$ cat src/hw/rtl/ackt_pkg.sv
// Shared types, codes and constants for the acknowledge/retransmit tracker.
// Used by ackt_ack_asm, ack_retransmit_tracker, ackt_scoreboard and the testbench; depends on nothing.
`default_nettype none

package ackt_pkg;

  localparam int SLOTS_DEF       = 32;
  localparam int PAYLOAD_MAX_DEF = 128;

  localparam int ID_W   = 32;
  localparam int LEN_W  = 8;
  localparam int TMR_W  = 16;
  localparam int EV_W   = 3;
  localparam int SLOT_W = 6;
  localparam int ACT_W  = 2;
  localparam int BYTE_W = 8;
  localparam int CNT_W  = 3;
  localparam int GRP_W  = 40;

  localparam logic [BYTE_W-1:0] ACK_LEAD        = 8'h06;
  localparam logic [CNT_W-1:0]  ACK_GROUP       = 3'd5;
  localparam logic [TMR_W-1:0]  FIRST_WAIT_RST  = 16'd3000;
  localparam logic [TMR_W-1:0]  SECOND_WAIT_RST = 16'd5000;

  typedef enum logic [ACT_W-1:0] {
    ACT_NEW  = 2'd0,
    ACT_ACK  = 2'd1,
    ACT_TICK = 2'd2,
    ACT_NONE = 2'd3
  } action_t;

  typedef enum logic [EV_W-1:0] {
    EV_SENT    = 3'd0,
    EV_RETRY   = 3'd1,
    EV_DROPPED = 3'd2,
    EV_ACKED   = 3'd3,
    EV_UNKNOWN = 3'd4,
    EV_BAD     = 3'd5,
    EV_FULL    = 3'd6
  } event_t;

  typedef enum logic [0:0] {
    REG_FIRST_WAIT  = 1'b0,
    REG_SECOND_WAIT = 1'b1
  } cfg_reg_t;

  typedef enum logic [2:0] {
    ST_IDLE,
    ST_ACK_RD,
    ST_ACK_CMP,
    ST_TICK_RD,
    ST_TICK_PROC,
    ST_FLUSH
  } state_t;

  // One slot record as held in the slot memory.
  typedef struct packed {
    logic [ID_W-1:0]  id;
    logic [LEN_W-1:0] len;
    logic [TMR_W-1:0] timer;
    logic             retried;
  } rec_t;

  // One result beat without its last flag.
  typedef struct packed {
    logic [EV_W-1:0]   ev;
    logic [SLOT_W-1:0] slot;
    logic [ID_W-1:0]   id;
    logic [LEN_W-1:0]  len;
  } res_t;

  // Status of the acknowledge byte gatherer for the current byte.
  typedef struct packed {
    logic            done;
    logic            lead_ok;
    logic [ID_W-1:0] id;
  } ack_grp_t;

endpackage

`default_nettype wire

$ cat src/hw/rtl/ackt_ack_asm.sv
// Gathers acknowledge bytes into groups of five: lead byte plus a 32-bit id, LSB first.
// Depends on ackt_pkg.
`default_nettype none

module ackt_ack_asm import ackt_pkg::*; (
  input  wire logic              clk,
  input  wire logic              rst_n,
  input  wire logic              byte_en,
  input  wire logic [BYTE_W-1:0] rx_byte,
  output ack_grp_t               grp
);

  logic [CNT_W-1:0] count_r, count_nxt;
  logic [GRP_W-1:0] bytes_r, bytes_nxt;
  logic [CNT_W-1:0] pos;
  logic [CNT_W-1:0] filled;

  always_comb begin
    pos       = (count_r < ACK_GROUP) ? count_r : '0;
    filled    = pos + 1'b1;
    bytes_nxt = bytes_r;
    bytes_nxt[BYTE_W*pos +: BYTE_W] = rx_byte;
    count_nxt = (filled >= ACK_GROUP) ? '0 : filled;
  end

  // The group view includes the byte of this beat.
  assign grp = '{done:    byte_en && (filled >= ACK_GROUP),
                 lead_ok: (bytes_nxt[BYTE_W-1:0] == ACK_LEAD),
                 id:      bytes_nxt[BYTE_W +: ID_W]};

  always_ff @(posedge clk) begin
    if (!rst_n) begin
      count_r <= '0;
      bytes_r <= '0;
    end else if (byte_en) begin
      count_r <= count_nxt;
      bytes_r <= bytes_nxt;
    end
  end

endmodule

`default_nettype wire

$ cat src/hw/rtl/ack_retransmit_tracker.sv
// Acknowledge/retransmit tracker: a new message passes through the flush state; an acknowledge
// byte that completes a group with a good lead byte starts a scan that reads, then compares
// each busy slot; a tick scans likewise, with a timer read-modify-write per busy slot.
// One item at a time; out_stall can hold a flush or a timer expiry. Synchronous reset:
// all slots free, next id 0, first_wait 3000, second_wait 5000, no beat pending. No clearing
// pass is needed. Depends on ackt_pkg and ackt_ack_asm.
`default_nettype none

module ack_retransmit_tracker import ackt_pkg::*; #(
  parameter int SLOTS       = SLOTS_DEF,
  parameter int PAYLOAD_MAX = PAYLOAD_MAX_DEF
) (
  input  wire logic              clk,
  input  wire logic              rst_n,
  // Input channel
  input  wire logic              in_valid,
  output logic                   in_stall,
  input  wire logic [ACT_W-1:0]  in_action,
  input  wire logic [LEN_W-1:0]  in_payload_len,
  input  wire logic [BYTE_W-1:0] in_rx_byte,
  // Result channel
  output logic                   out_valid,
  input  wire logic              out_stall,
  output logic [EV_W-1:0]        out_event_res,
  output logic [SLOT_W-1:0]      out_slot,
  output logic [ID_W-1:0]        out_message_id,
  output logic [LEN_W-1:0]       out_message_len,
  output logic                   out_last,
  // Configuration port
  input  wire logic              cfg_we,
  input  wire logic [0:0]        cfg_index,
  input  wire logic [TMR_W-1:0]  cfg_wdata
);

  localparam int IDX_W = (SLOTS > 1) ? $clog2(SLOTS) : 1;
  localparam logic [IDX_W-1:0] IDX_LAST = IDX_W'(SLOTS - 1);
  localparam logic [LEN_W-1:0] LEN_MAX  = LEN_W'(PAYLOAD_MAX);

  // Control state. Slot busy flags are flip-flops so reset frees every slot at once;
  // the rest of each slot record lives in the slot memory below.
  state_t             state_r, state_nxt;
  logic [SLOTS-1:0]   busy_r, busy_nxt;
  logic [ID_W-1:0]    next_id_r, next_id_nxt;
  logic [TMR_W-1:0]   first_wait_r, second_wait_r;
  logic [IDX_W-1:0]   idx_r, idx_nxt;
  logic [ID_W-1:0]    key_id_r, key_id_nxt;

  // One result is held back in the pending register until the scan knows whether
  // another follows, so the last flag can be set on the final beat of the item.
  logic               pend_valid_r, pend_valid_nxt;
  res_t               pend_r, pend_nxt;
  logic               out_valid_r, out_valid_nxt;
  res_t               out_r, out_nxt;
  logic               out_last_r, out_last_nxt;

  // Slot memory: one write port, one registered read port.
  rec_t               mem [SLOTS];
  rec_t               rd_q;
  logic               rd_en;
  logic               mem_we;
  logic [IDX_W-1:0]   mem_wa;
  rec_t               mem_wd;

  logic               in_accept;
  logic               out_free;
  logic [LEN_W-1:0]   plen_sat;
  logic               free_found;
  logic [IDX_W-1:0]   free_idx;
  logic               is_last;
  logic               id_hit;
  logic               tmr_expire;
  logic               tick_hold;
  ack_grp_t           grp;

  assign in_stall  = (state_r != ST_IDLE);
  assign in_accept = in_valid && !in_stall;
  assign out_free  = !out_valid_r || !out_stall;
  assign plen_sat  = (in_payload_len > LEN_MAX) ? LEN_MAX : in_payload_len;
  assign is_last    = (idx_r == IDX_LAST);
  assign id_hit     = (rd_q.id == key_id_r);
  assign tmr_expire = (rd_q.timer < TMR_W'(2));
  // A timer expiry must move the older pending result out first; wait for room.
  assign tick_hold  = tmr_expire && pend_valid_r && !out_free;

  ackt_ack_asm u_ack_asm (
    .clk     (clk),
    .rst_n   (rst_n),
    .byte_en (in_accept && (in_action == ACT_ACK)),
    .rx_byte (in_rx_byte),
    .grp     (grp)
  );

  // Lowest free slot from the busy flags.
  always_comb begin
    free_found = 1'b0;
    free_idx   = '0;
    for (int i = SLOTS - 1; i >= 0; i--) begin
      if (!busy_r[i]) begin
        free_found = 1'b1;
        free_idx   = IDX_W'(i);
      end
    end
  end

  // Next state.
  always_comb begin
    state_nxt = state_r;
    case (state_r)
      ST_IDLE: begin
        if (in_accept) begin
          case (in_action)
            ACT_NEW:  state_nxt = ST_FLUSH;
            ACT_ACK: begin
              if (grp.done) begin
                state_nxt = grp.lead_ok ? ST_ACK_RD : ST_FLUSH;
              end
            end
            ACT_TICK: state_nxt = ST_TICK_RD;
            default:  state_nxt = ST_IDLE;
          endcase
        end
      end
      ST_ACK_RD: begin
        if (busy_r[idx_r]) begin
          state_nxt = ST_ACK_CMP;
        end else if (is_last) begin
          state_nxt = ST_FLUSH;
        end
      end
      ST_ACK_CMP: begin
        state_nxt = (id_hit || is_last) ? ST_FLUSH : ST_ACK_RD;
      end
      ST_TICK_RD: begin
        if (busy_r[idx_r]) begin
          state_nxt = ST_TICK_PROC;
        end else if (is_last) begin
          state_nxt = ST_FLUSH;
        end
      end
      ST_TICK_PROC: begin
        if (!tick_hold) begin
          state_nxt = is_last ? ST_FLUSH : ST_TICK_RD;
        end
      end
      ST_FLUSH: begin
        if (!pend_valid_r || out_free) begin
          state_nxt = ST_IDLE;
        end
      end
      default: state_nxt = ST_IDLE;
    endcase
  end

  // Datapath and outputs of the sequencer.
  always_comb begin
    busy_nxt       = busy_r;
    next_id_nxt    = next_id_r;
    idx_nxt        = idx_r;
    key_id_nxt     = key_id_r;
    pend_valid_nxt = pend_valid_r;
    pend_nxt       = pend_r;
    out_valid_nxt  = out_valid_r;
    out_nxt        = out_r;
    out_last_nxt   = out_last_r;
    rd_en          = 1'b0;
    mem_we         = 1'b0;
    mem_wa         = idx_r;
    mem_wd         = rd_q;

    if (!out_stall) begin
      out_valid_nxt = 1'b0;
    end

    case (state_r)
      ST_IDLE: begin
        if (in_accept) begin
          idx_nxt = '0;
          case (in_action)
            ACT_NEW: begin
              pend_valid_nxt = 1'b1;
              if (free_found) begin
                busy_nxt[free_idx] = 1'b1;
                mem_we         = 1'b1;
                mem_wa         = free_idx;
                mem_wd.id      = next_id_r;
                mem_wd.len     = plen_sat;
                mem_wd.timer   = first_wait_r;
                mem_wd.retried = 1'b0;
                next_id_nxt    = next_id_r + 1'b1;
                pend_nxt = '{ev: EV_SENT, slot: SLOT_W'(free_idx), id: next_id_r, len: plen_sat};
              end else begin
                pend_nxt = '{ev: EV_FULL, slot: '0, id: next_id_r, len: plen_sat};
              end
            end
            ACT_ACK: begin
              if (grp.done) begin
                key_id_nxt = grp.id;
                if (!grp.lead_ok) begin
                  pend_valid_nxt = 1'b1;
                  pend_nxt = '{ev: EV_BAD, slot: '0, id: grp.id, len: '0};
                end
              end
            end
            default: ;
          endcase
        end
      end
      ST_ACK_RD: begin
        if (busy_r[idx_r]) begin
          rd_en = 1'b1;
        end else if (is_last) begin
          pend_valid_nxt = 1'b1;
          pend_nxt = '{ev: EV_UNKNOWN, slot: '0, id: key_id_r, len: '0};
        end else begin
          idx_nxt = idx_r + 1'b1;
        end
      end
      ST_ACK_CMP: begin
        if (id_hit) begin
          busy_nxt[idx_r] = 1'b0;
          pend_valid_nxt  = 1'b1;
          pend_nxt = '{ev: EV_ACKED, slot: SLOT_W'(idx_r), id: key_id_r, len: rd_q.len};
        end else if (is_last) begin
          pend_valid_nxt = 1'b1;
          pend_nxt = '{ev: EV_UNKNOWN, slot: '0, id: key_id_r, len: '0};
        end else begin
          idx_nxt = idx_r + 1'b1;
        end
      end
      ST_TICK_RD: begin
        if (busy_r[idx_r]) begin
          rd_en = 1'b1;
        end else if (!is_last) begin
          idx_nxt = idx_r + 1'b1;
        end
      end
      ST_TICK_PROC: begin
        if (!tick_hold) begin
          mem_we = 1'b1;
          if (!tmr_expire) begin
            mem_wd.timer = rd_q.timer - 1'b1;
          end else begin
            if (pend_valid_r) begin
              out_valid_nxt = 1'b1;
              out_nxt       = pend_r;
              out_last_nxt  = 1'b0;
            end
            pend_valid_nxt = 1'b1;
            if (!rd_q.retried) begin
              mem_wd.retried = 1'b1;
              mem_wd.timer   = second_wait_r;
              pend_nxt = '{ev: EV_RETRY, slot: SLOT_W'(idx_r), id: rd_q.id, len: rd_q.len};
            end else begin
              busy_nxt[idx_r] = 1'b0;
              mem_wd.timer    = '0;
              pend_nxt = '{ev: EV_DROPPED, slot: SLOT_W'(idx_r), id: rd_q.id, len: rd_q.len};
            end
          end
          if (!is_last) begin
            idx_nxt = idx_r + 1'b1;
          end
        end
      end
      ST_FLUSH: begin
        if (pend_valid_r && out_free) begin
          out_valid_nxt  = 1'b1;
          out_nxt        = pend_r;
          out_last_nxt   = 1'b1;
          pend_valid_nxt = 1'b0;
        end
      end
      default: ;
    endcase
  end

  // Reads and writes of the same slot never overlap: in a tick scan each busy slot is read, then
  // written back in ST_TICK_PROC before the scan moves on to the next slot.
  always_ff @(posedge clk) begin
    if (mem_we) begin
      mem[mem_wa] <= mem_wd;
    end
    if (rd_en) begin
      rd_q <= mem[idx_r];
    end
  end

  always_ff @(posedge clk) begin
    if (!rst_n) begin
      state_r       <= ST_IDLE;
      busy_r        <= '0;
      next_id_r     <= '0;
      idx_r         <= '0;
      pend_valid_r  <= 1'b0;
      out_valid_r   <= 1'b0;
      first_wait_r  <= FIRST_WAIT_RST;
      second_wait_r <= SECOND_WAIT_RST;
    end else begin
      state_r      <= state_nxt;
      busy_r       <= busy_nxt;
      next_id_r    <= next_id_nxt;
      idx_r        <= idx_nxt;
      pend_valid_r <= pend_valid_nxt;
      out_valid_r  <= out_valid_nxt;
      if (cfg_we) begin
        case (cfg_index)
          REG_FIRST_WAIT:  first_wait_r  <= cfg_wdata;
          REG_SECOND_WAIT: second_wait_r <= cfg_wdata;
          default: ;
        endcase
      end
    end
  end

  always_ff @(posedge clk) begin
    key_id_r   <= key_id_nxt;
    pend_r     <= pend_nxt;
    out_r      <= out_nxt;
    out_last_r <= out_last_nxt;
  end

  assign out_valid       = out_valid_r;
  assign out_event_res   = out_r.ev;
  assign out_slot        = out_r.slot;
  assign out_message_id  = out_r.id;
  assign out_message_len = out_r.len;
  assign out_last        = out_last_r;

  // Every item has delivered its held-back result before a new item is taken.
  a_idle_no_pend: assert property (@(posedge clk) disable iff (!rst_n)
    state_r == ST_IDLE |-> !pend_valid_r)
    else $error("pending result left over in idle");

  // A matched acknowledge frees its slot.
  a_ack_frees: assert property (@(posedge clk) disable iff (!rst_n)
    (state_r == ST_ACK_CMP && id_hit) |=> !busy_r[$past(idx_r)])
    else $error("acknowledged slot still busy");

  // A new message with a free slot claims it.
  a_new_claims: assert property (@(posedge clk) disable iff (!rst_n)
    (in_accept && in_action == ACT_NEW && free_found) |=> busy_r[$past(free_idx)])
    else $error("new message did not claim its slot");

endmodule

`default_nettype wire

$ cat config.mk
export PLATFORM = sky130hd
export DESIGN_NAME = ack_retransmit_tracker
export DESIGN_NICKNAME = d
export VERILOG_FILES = /design/src/hw/rtl/ackt_pkg.sv /design/src/hw/rtl/ackt_ack_asm.sv /design/src/hw/rtl/ack_retransmit_tracker.sv
export SDC_FILE = /design/constraint.sdc
export NUM_CORES = 2
export LEC_CHECK = 0
export ABC_AREA = 1
export BUFFER_PORTS_ARGS = -buffer_cell sky130_fd_sc_hd__buf_4
export CELL_PAD_IN_SITES_DETAIL_PLACEMENT = 0
export CELL_PAD_IN_SITES_GLOBAL_PLACEMENT = 1
export CORE_UTILIZATION = 33
export CTS_CLUSTER_DIAMETER = 100
export DETAILED_ROUTE_END_ITERATION = 12
export GPL_ROUTABILITY_DRIVEN = 0
export PLACE_DENSITY_LB_ADDON = 0.1
export SETUP_SLACK_MARGIN = 0.1
export SYNTH_ARGS = -nofsm -noshare
export SYNTH_HDL_FRONTEND = slang
export SYNTH_SLANG_ARGS = --single-unit
$ cat constraint.sdc
create_clock -name clk -period 18 [get_ports clk]
set_input_delay 0.9 -clock clk [delete_from_list [all_inputs] [get_ports clk]]
set_output_delay 0.9 -clock clk [all_outputs]
set_load 0.005 [all_outputs]
==> impl_metrics.yaml <==
worst_hold_path:
  hold_end: "second_wait_r[12]"
  hold_class: "input port to register"
  whs_path_depth: 3
  hp-start: "cfg_wdata[12]"
worst_setup_path:
  cp.required_ns: 18.44
  start_kind: "register"
  r2r_start: "state_r[1]"
  r2r_end: "mem[29][44]"
  r2r_slack_ns: 12.52
  critical_path.slowest_cell: "buf_4"
  critical_path_class: "register to register"
  worstPathArrival_ns: 5.92
  critPathTopFamily: "buffers and inverters"
  r2r_cells: 16
  cp_cell_sequence: "nor2_4 > inv_2 > nor2_8 > inv_2 > nor2_1 > inv_1 > nor2_4 > buf_4 > inv_4 > buf_4 > nand2_1 > inv_1 > nor3_1 > nand2_1 > nor2_4 > buf_4"
  crit_path_max_incr_delay_ns: 0.81
  end_kind: "register"
  cp-startpoint: "state_r[1]"
  path_max_fanout: 41
  worstPathBufferInverterCount: 8
cts:
  cts_made_buffers: 235
  htree_levels: 4
  postCtsHoldBufs: 0
  cts_resized: 0
  post_cts.repair.setup_buffers: 0
  cts_root_buf: "clkbuf_16"
  tritoncts: "done"
  cts.path.max_buffers: 3
  path_clk_slew_ns: 0.06
  insertion_delay_ns: 0.89
  clock-sinks: 2161
sta:
  worst_slew_pin_slew_ns: 1.24
  tns_ns: 0
  relSlewSlack_pct: 17.1
  hold_viol_final: 0
  maxSlewViolCount: 0
  fmax_ghz: 0.183
  fin_worst_skew_ns: 0.0829
  min_period_ns: 5.48
  rsz0062_at_grt: "no"
  setup_viol: 0
  finalCritPeriodShare_pct: 30.4
  fin_hold_ws_ns: 0.260
grt:
  grt_pass1_wl_mm: 431
  antenna_found_initial: 17
  first_global_vias: 54737
  grt_remaining_overflow: 0
  grtUsageTotal_pct: 22.9
  grt_max_degree: 136
die:
  die_height_um: 513
  dieArea_mm2: 0.264
  boundaryPins: 92
  core_area_mm2: 0.260
  start_util_pct: 33.2
  die_w_um: 513
  rows: 187
placement:
  port_buffers: 91
  place_hpwl_mm: 181
yosys:
  yosysUniqueCellTypes: 55
  netlist_instances: 6889
  avgSynthCellArea_um2: 12.5
  synth_fp_nets: 6940
  async_reset_ff_share_pct: 0
  ys_ff_latch: 2161
  ys.flop_type: "edfxtp_1"
  yosysSeqAreaShare_pct: 73.5
  synth_area_mm2: 0.0863
  synth-edff-count: 2012
  synth_warnings: 0
cells_and_area:
  drive_above_1_share_pct: 10.1
  fillers: 24914
  areaGrowthSynthToFinish_pct: 15.1
  utilization_pct: 38.2
  final_common_cell: "edfxtp_1"
  layout.nets: 6988
  final_cell_mix: "2012 x edfxtp_1, 1191 x nor2_1, 1123 x o21ai_0"
route:
  via_per_inst: 5.46
  drtIter0Drc: 5957
  wire_per_inst_um: 29.0
  drcViolationCount: 0
  wl_mm: 306
  ant_nets: 0
  detailroute.via_count: 57562
  firstDrtPassIters: 5
power:
  p_per_area_mw_per_mm2: 154
  peakVddDrop_mv: 0.134
  leakage_nw: 32.1
outcome:
  status: "finished clean"
job:
  max_cap_viol_count: 0
[state kept, by name (all words and copies together), names as in the netlist, 5 cells and up]
signal	count
mem	1824
rd_q	57
pend_r	49
u_ack_asm.bytes_r	40
busy_r	32
key_id_r	32
next_id_r	32
out_message_id	32
first_wait_r	16
second_wait_r	16
out_message_len	8
out_slot	6
idx_r	5
[synthesized netlist by cell type, drive strengths merged, types with 2 or more instances]
master	n	area [µm²]
o31ai	11	82.6
o2111ai	8	70.1
o221ai	7	61.3
nand4	32	213
xnor2	21	184
a22o	111	972
a31oi	9	56.3
clkinv	3	11.3
nor3	51	275
a21oi	136	681
nor4	18	119
o22ai	462	2890
nand2	465	1780
edfxtp	2012	60400
ha	11	138
or4	2	15.0
dfxtp	149	2980
a211oi	13	97.6
inv	252	946
a221o	2	20.0
nor2	1237	4690
o21ai	1166	5850
o211ai	46	364
buf	27	125
nand3	63	325
xor2	7	61.3
a22oi	2	15.0
o311ai	2	17.5
o21a	3	22.5
clkbuf	418	1570
a2111oi	2	17.5
a221oi	135	1180
[metal layers]
layer	vias up	share of wire, %	GRT usage [%]	wire length, µm
met2	1821	46	36.1	140000
met4	0	2.2	5.56	6730
met1	29661	46	32.9	140000
met5	-	0	0	0
met3	325	6.3	3.42	19300
li1	25755	-	-	-
[report_power, final]
group / internal (mW) / switching [mW] / total [mW]
sequential: 6.18 / 0.157 / 6.33
clock: 2.72 / 2.05 / 4.77
combinational: 0.959 / 3.25 / 4.21
total: 9.86 / 5.45 / 15.3
[kinds of logic after synthesis]
logic type      share of synthesized area (%)
fa+ha+maj                               0.159
xor+xnor                                0.284
simple gates                             8.62
compound gates                           14.4
buf+inv                                  3.07
flops                                    73.5
[worst max-delay path by stage]
stage,end,slack [ns],depth (start not counted)
after floorplan,out_event_res[0],11.38,5
after global placement,mem[30][39],12.47,13
after detailed placement,mem[28][39],12.49,13
after CTS,mem[28][44],12.43,16
after global routing,mem[28][44],12.17,16
final,mem[29][44],12.52,16
[final cells by class]
class	count	area (µm²)	share of cell area (%)
Inverter	255	980	0.987
Antenna cell	10	25.0	0.0252
Clock inverter	141	1360	1.37
Sequential cell	2161	63400	63.9
Multi-Input combinational cell	4028	21100	21.2
Tap cell	3402	4260	4.29
Clock buffer	291	6160	6.21
Timing Repair Buffer	256	2020	2.04
[worst register-to-register path, delay by kind of cell (launching register included)]
kind	cells	cell delay, ns
simple gates	8	2.16
buf+inv	8	2.45
flops	1	0.40
[per-stage QoR]
stage	instance area [µm²]	worst slack [ns]	instances	power (mW)
CTS	99300	12.43	10534	15.4
global route	99300	12.17	10536	15.9
detailed placement	91700	12.49	10102	10.7
floorplan	86300	11.38	6889	8.63
global placement	91700	12.47	10102	10.7
finish	99300	12.52	10544	15.3
(Power assumes the default switching activity.)
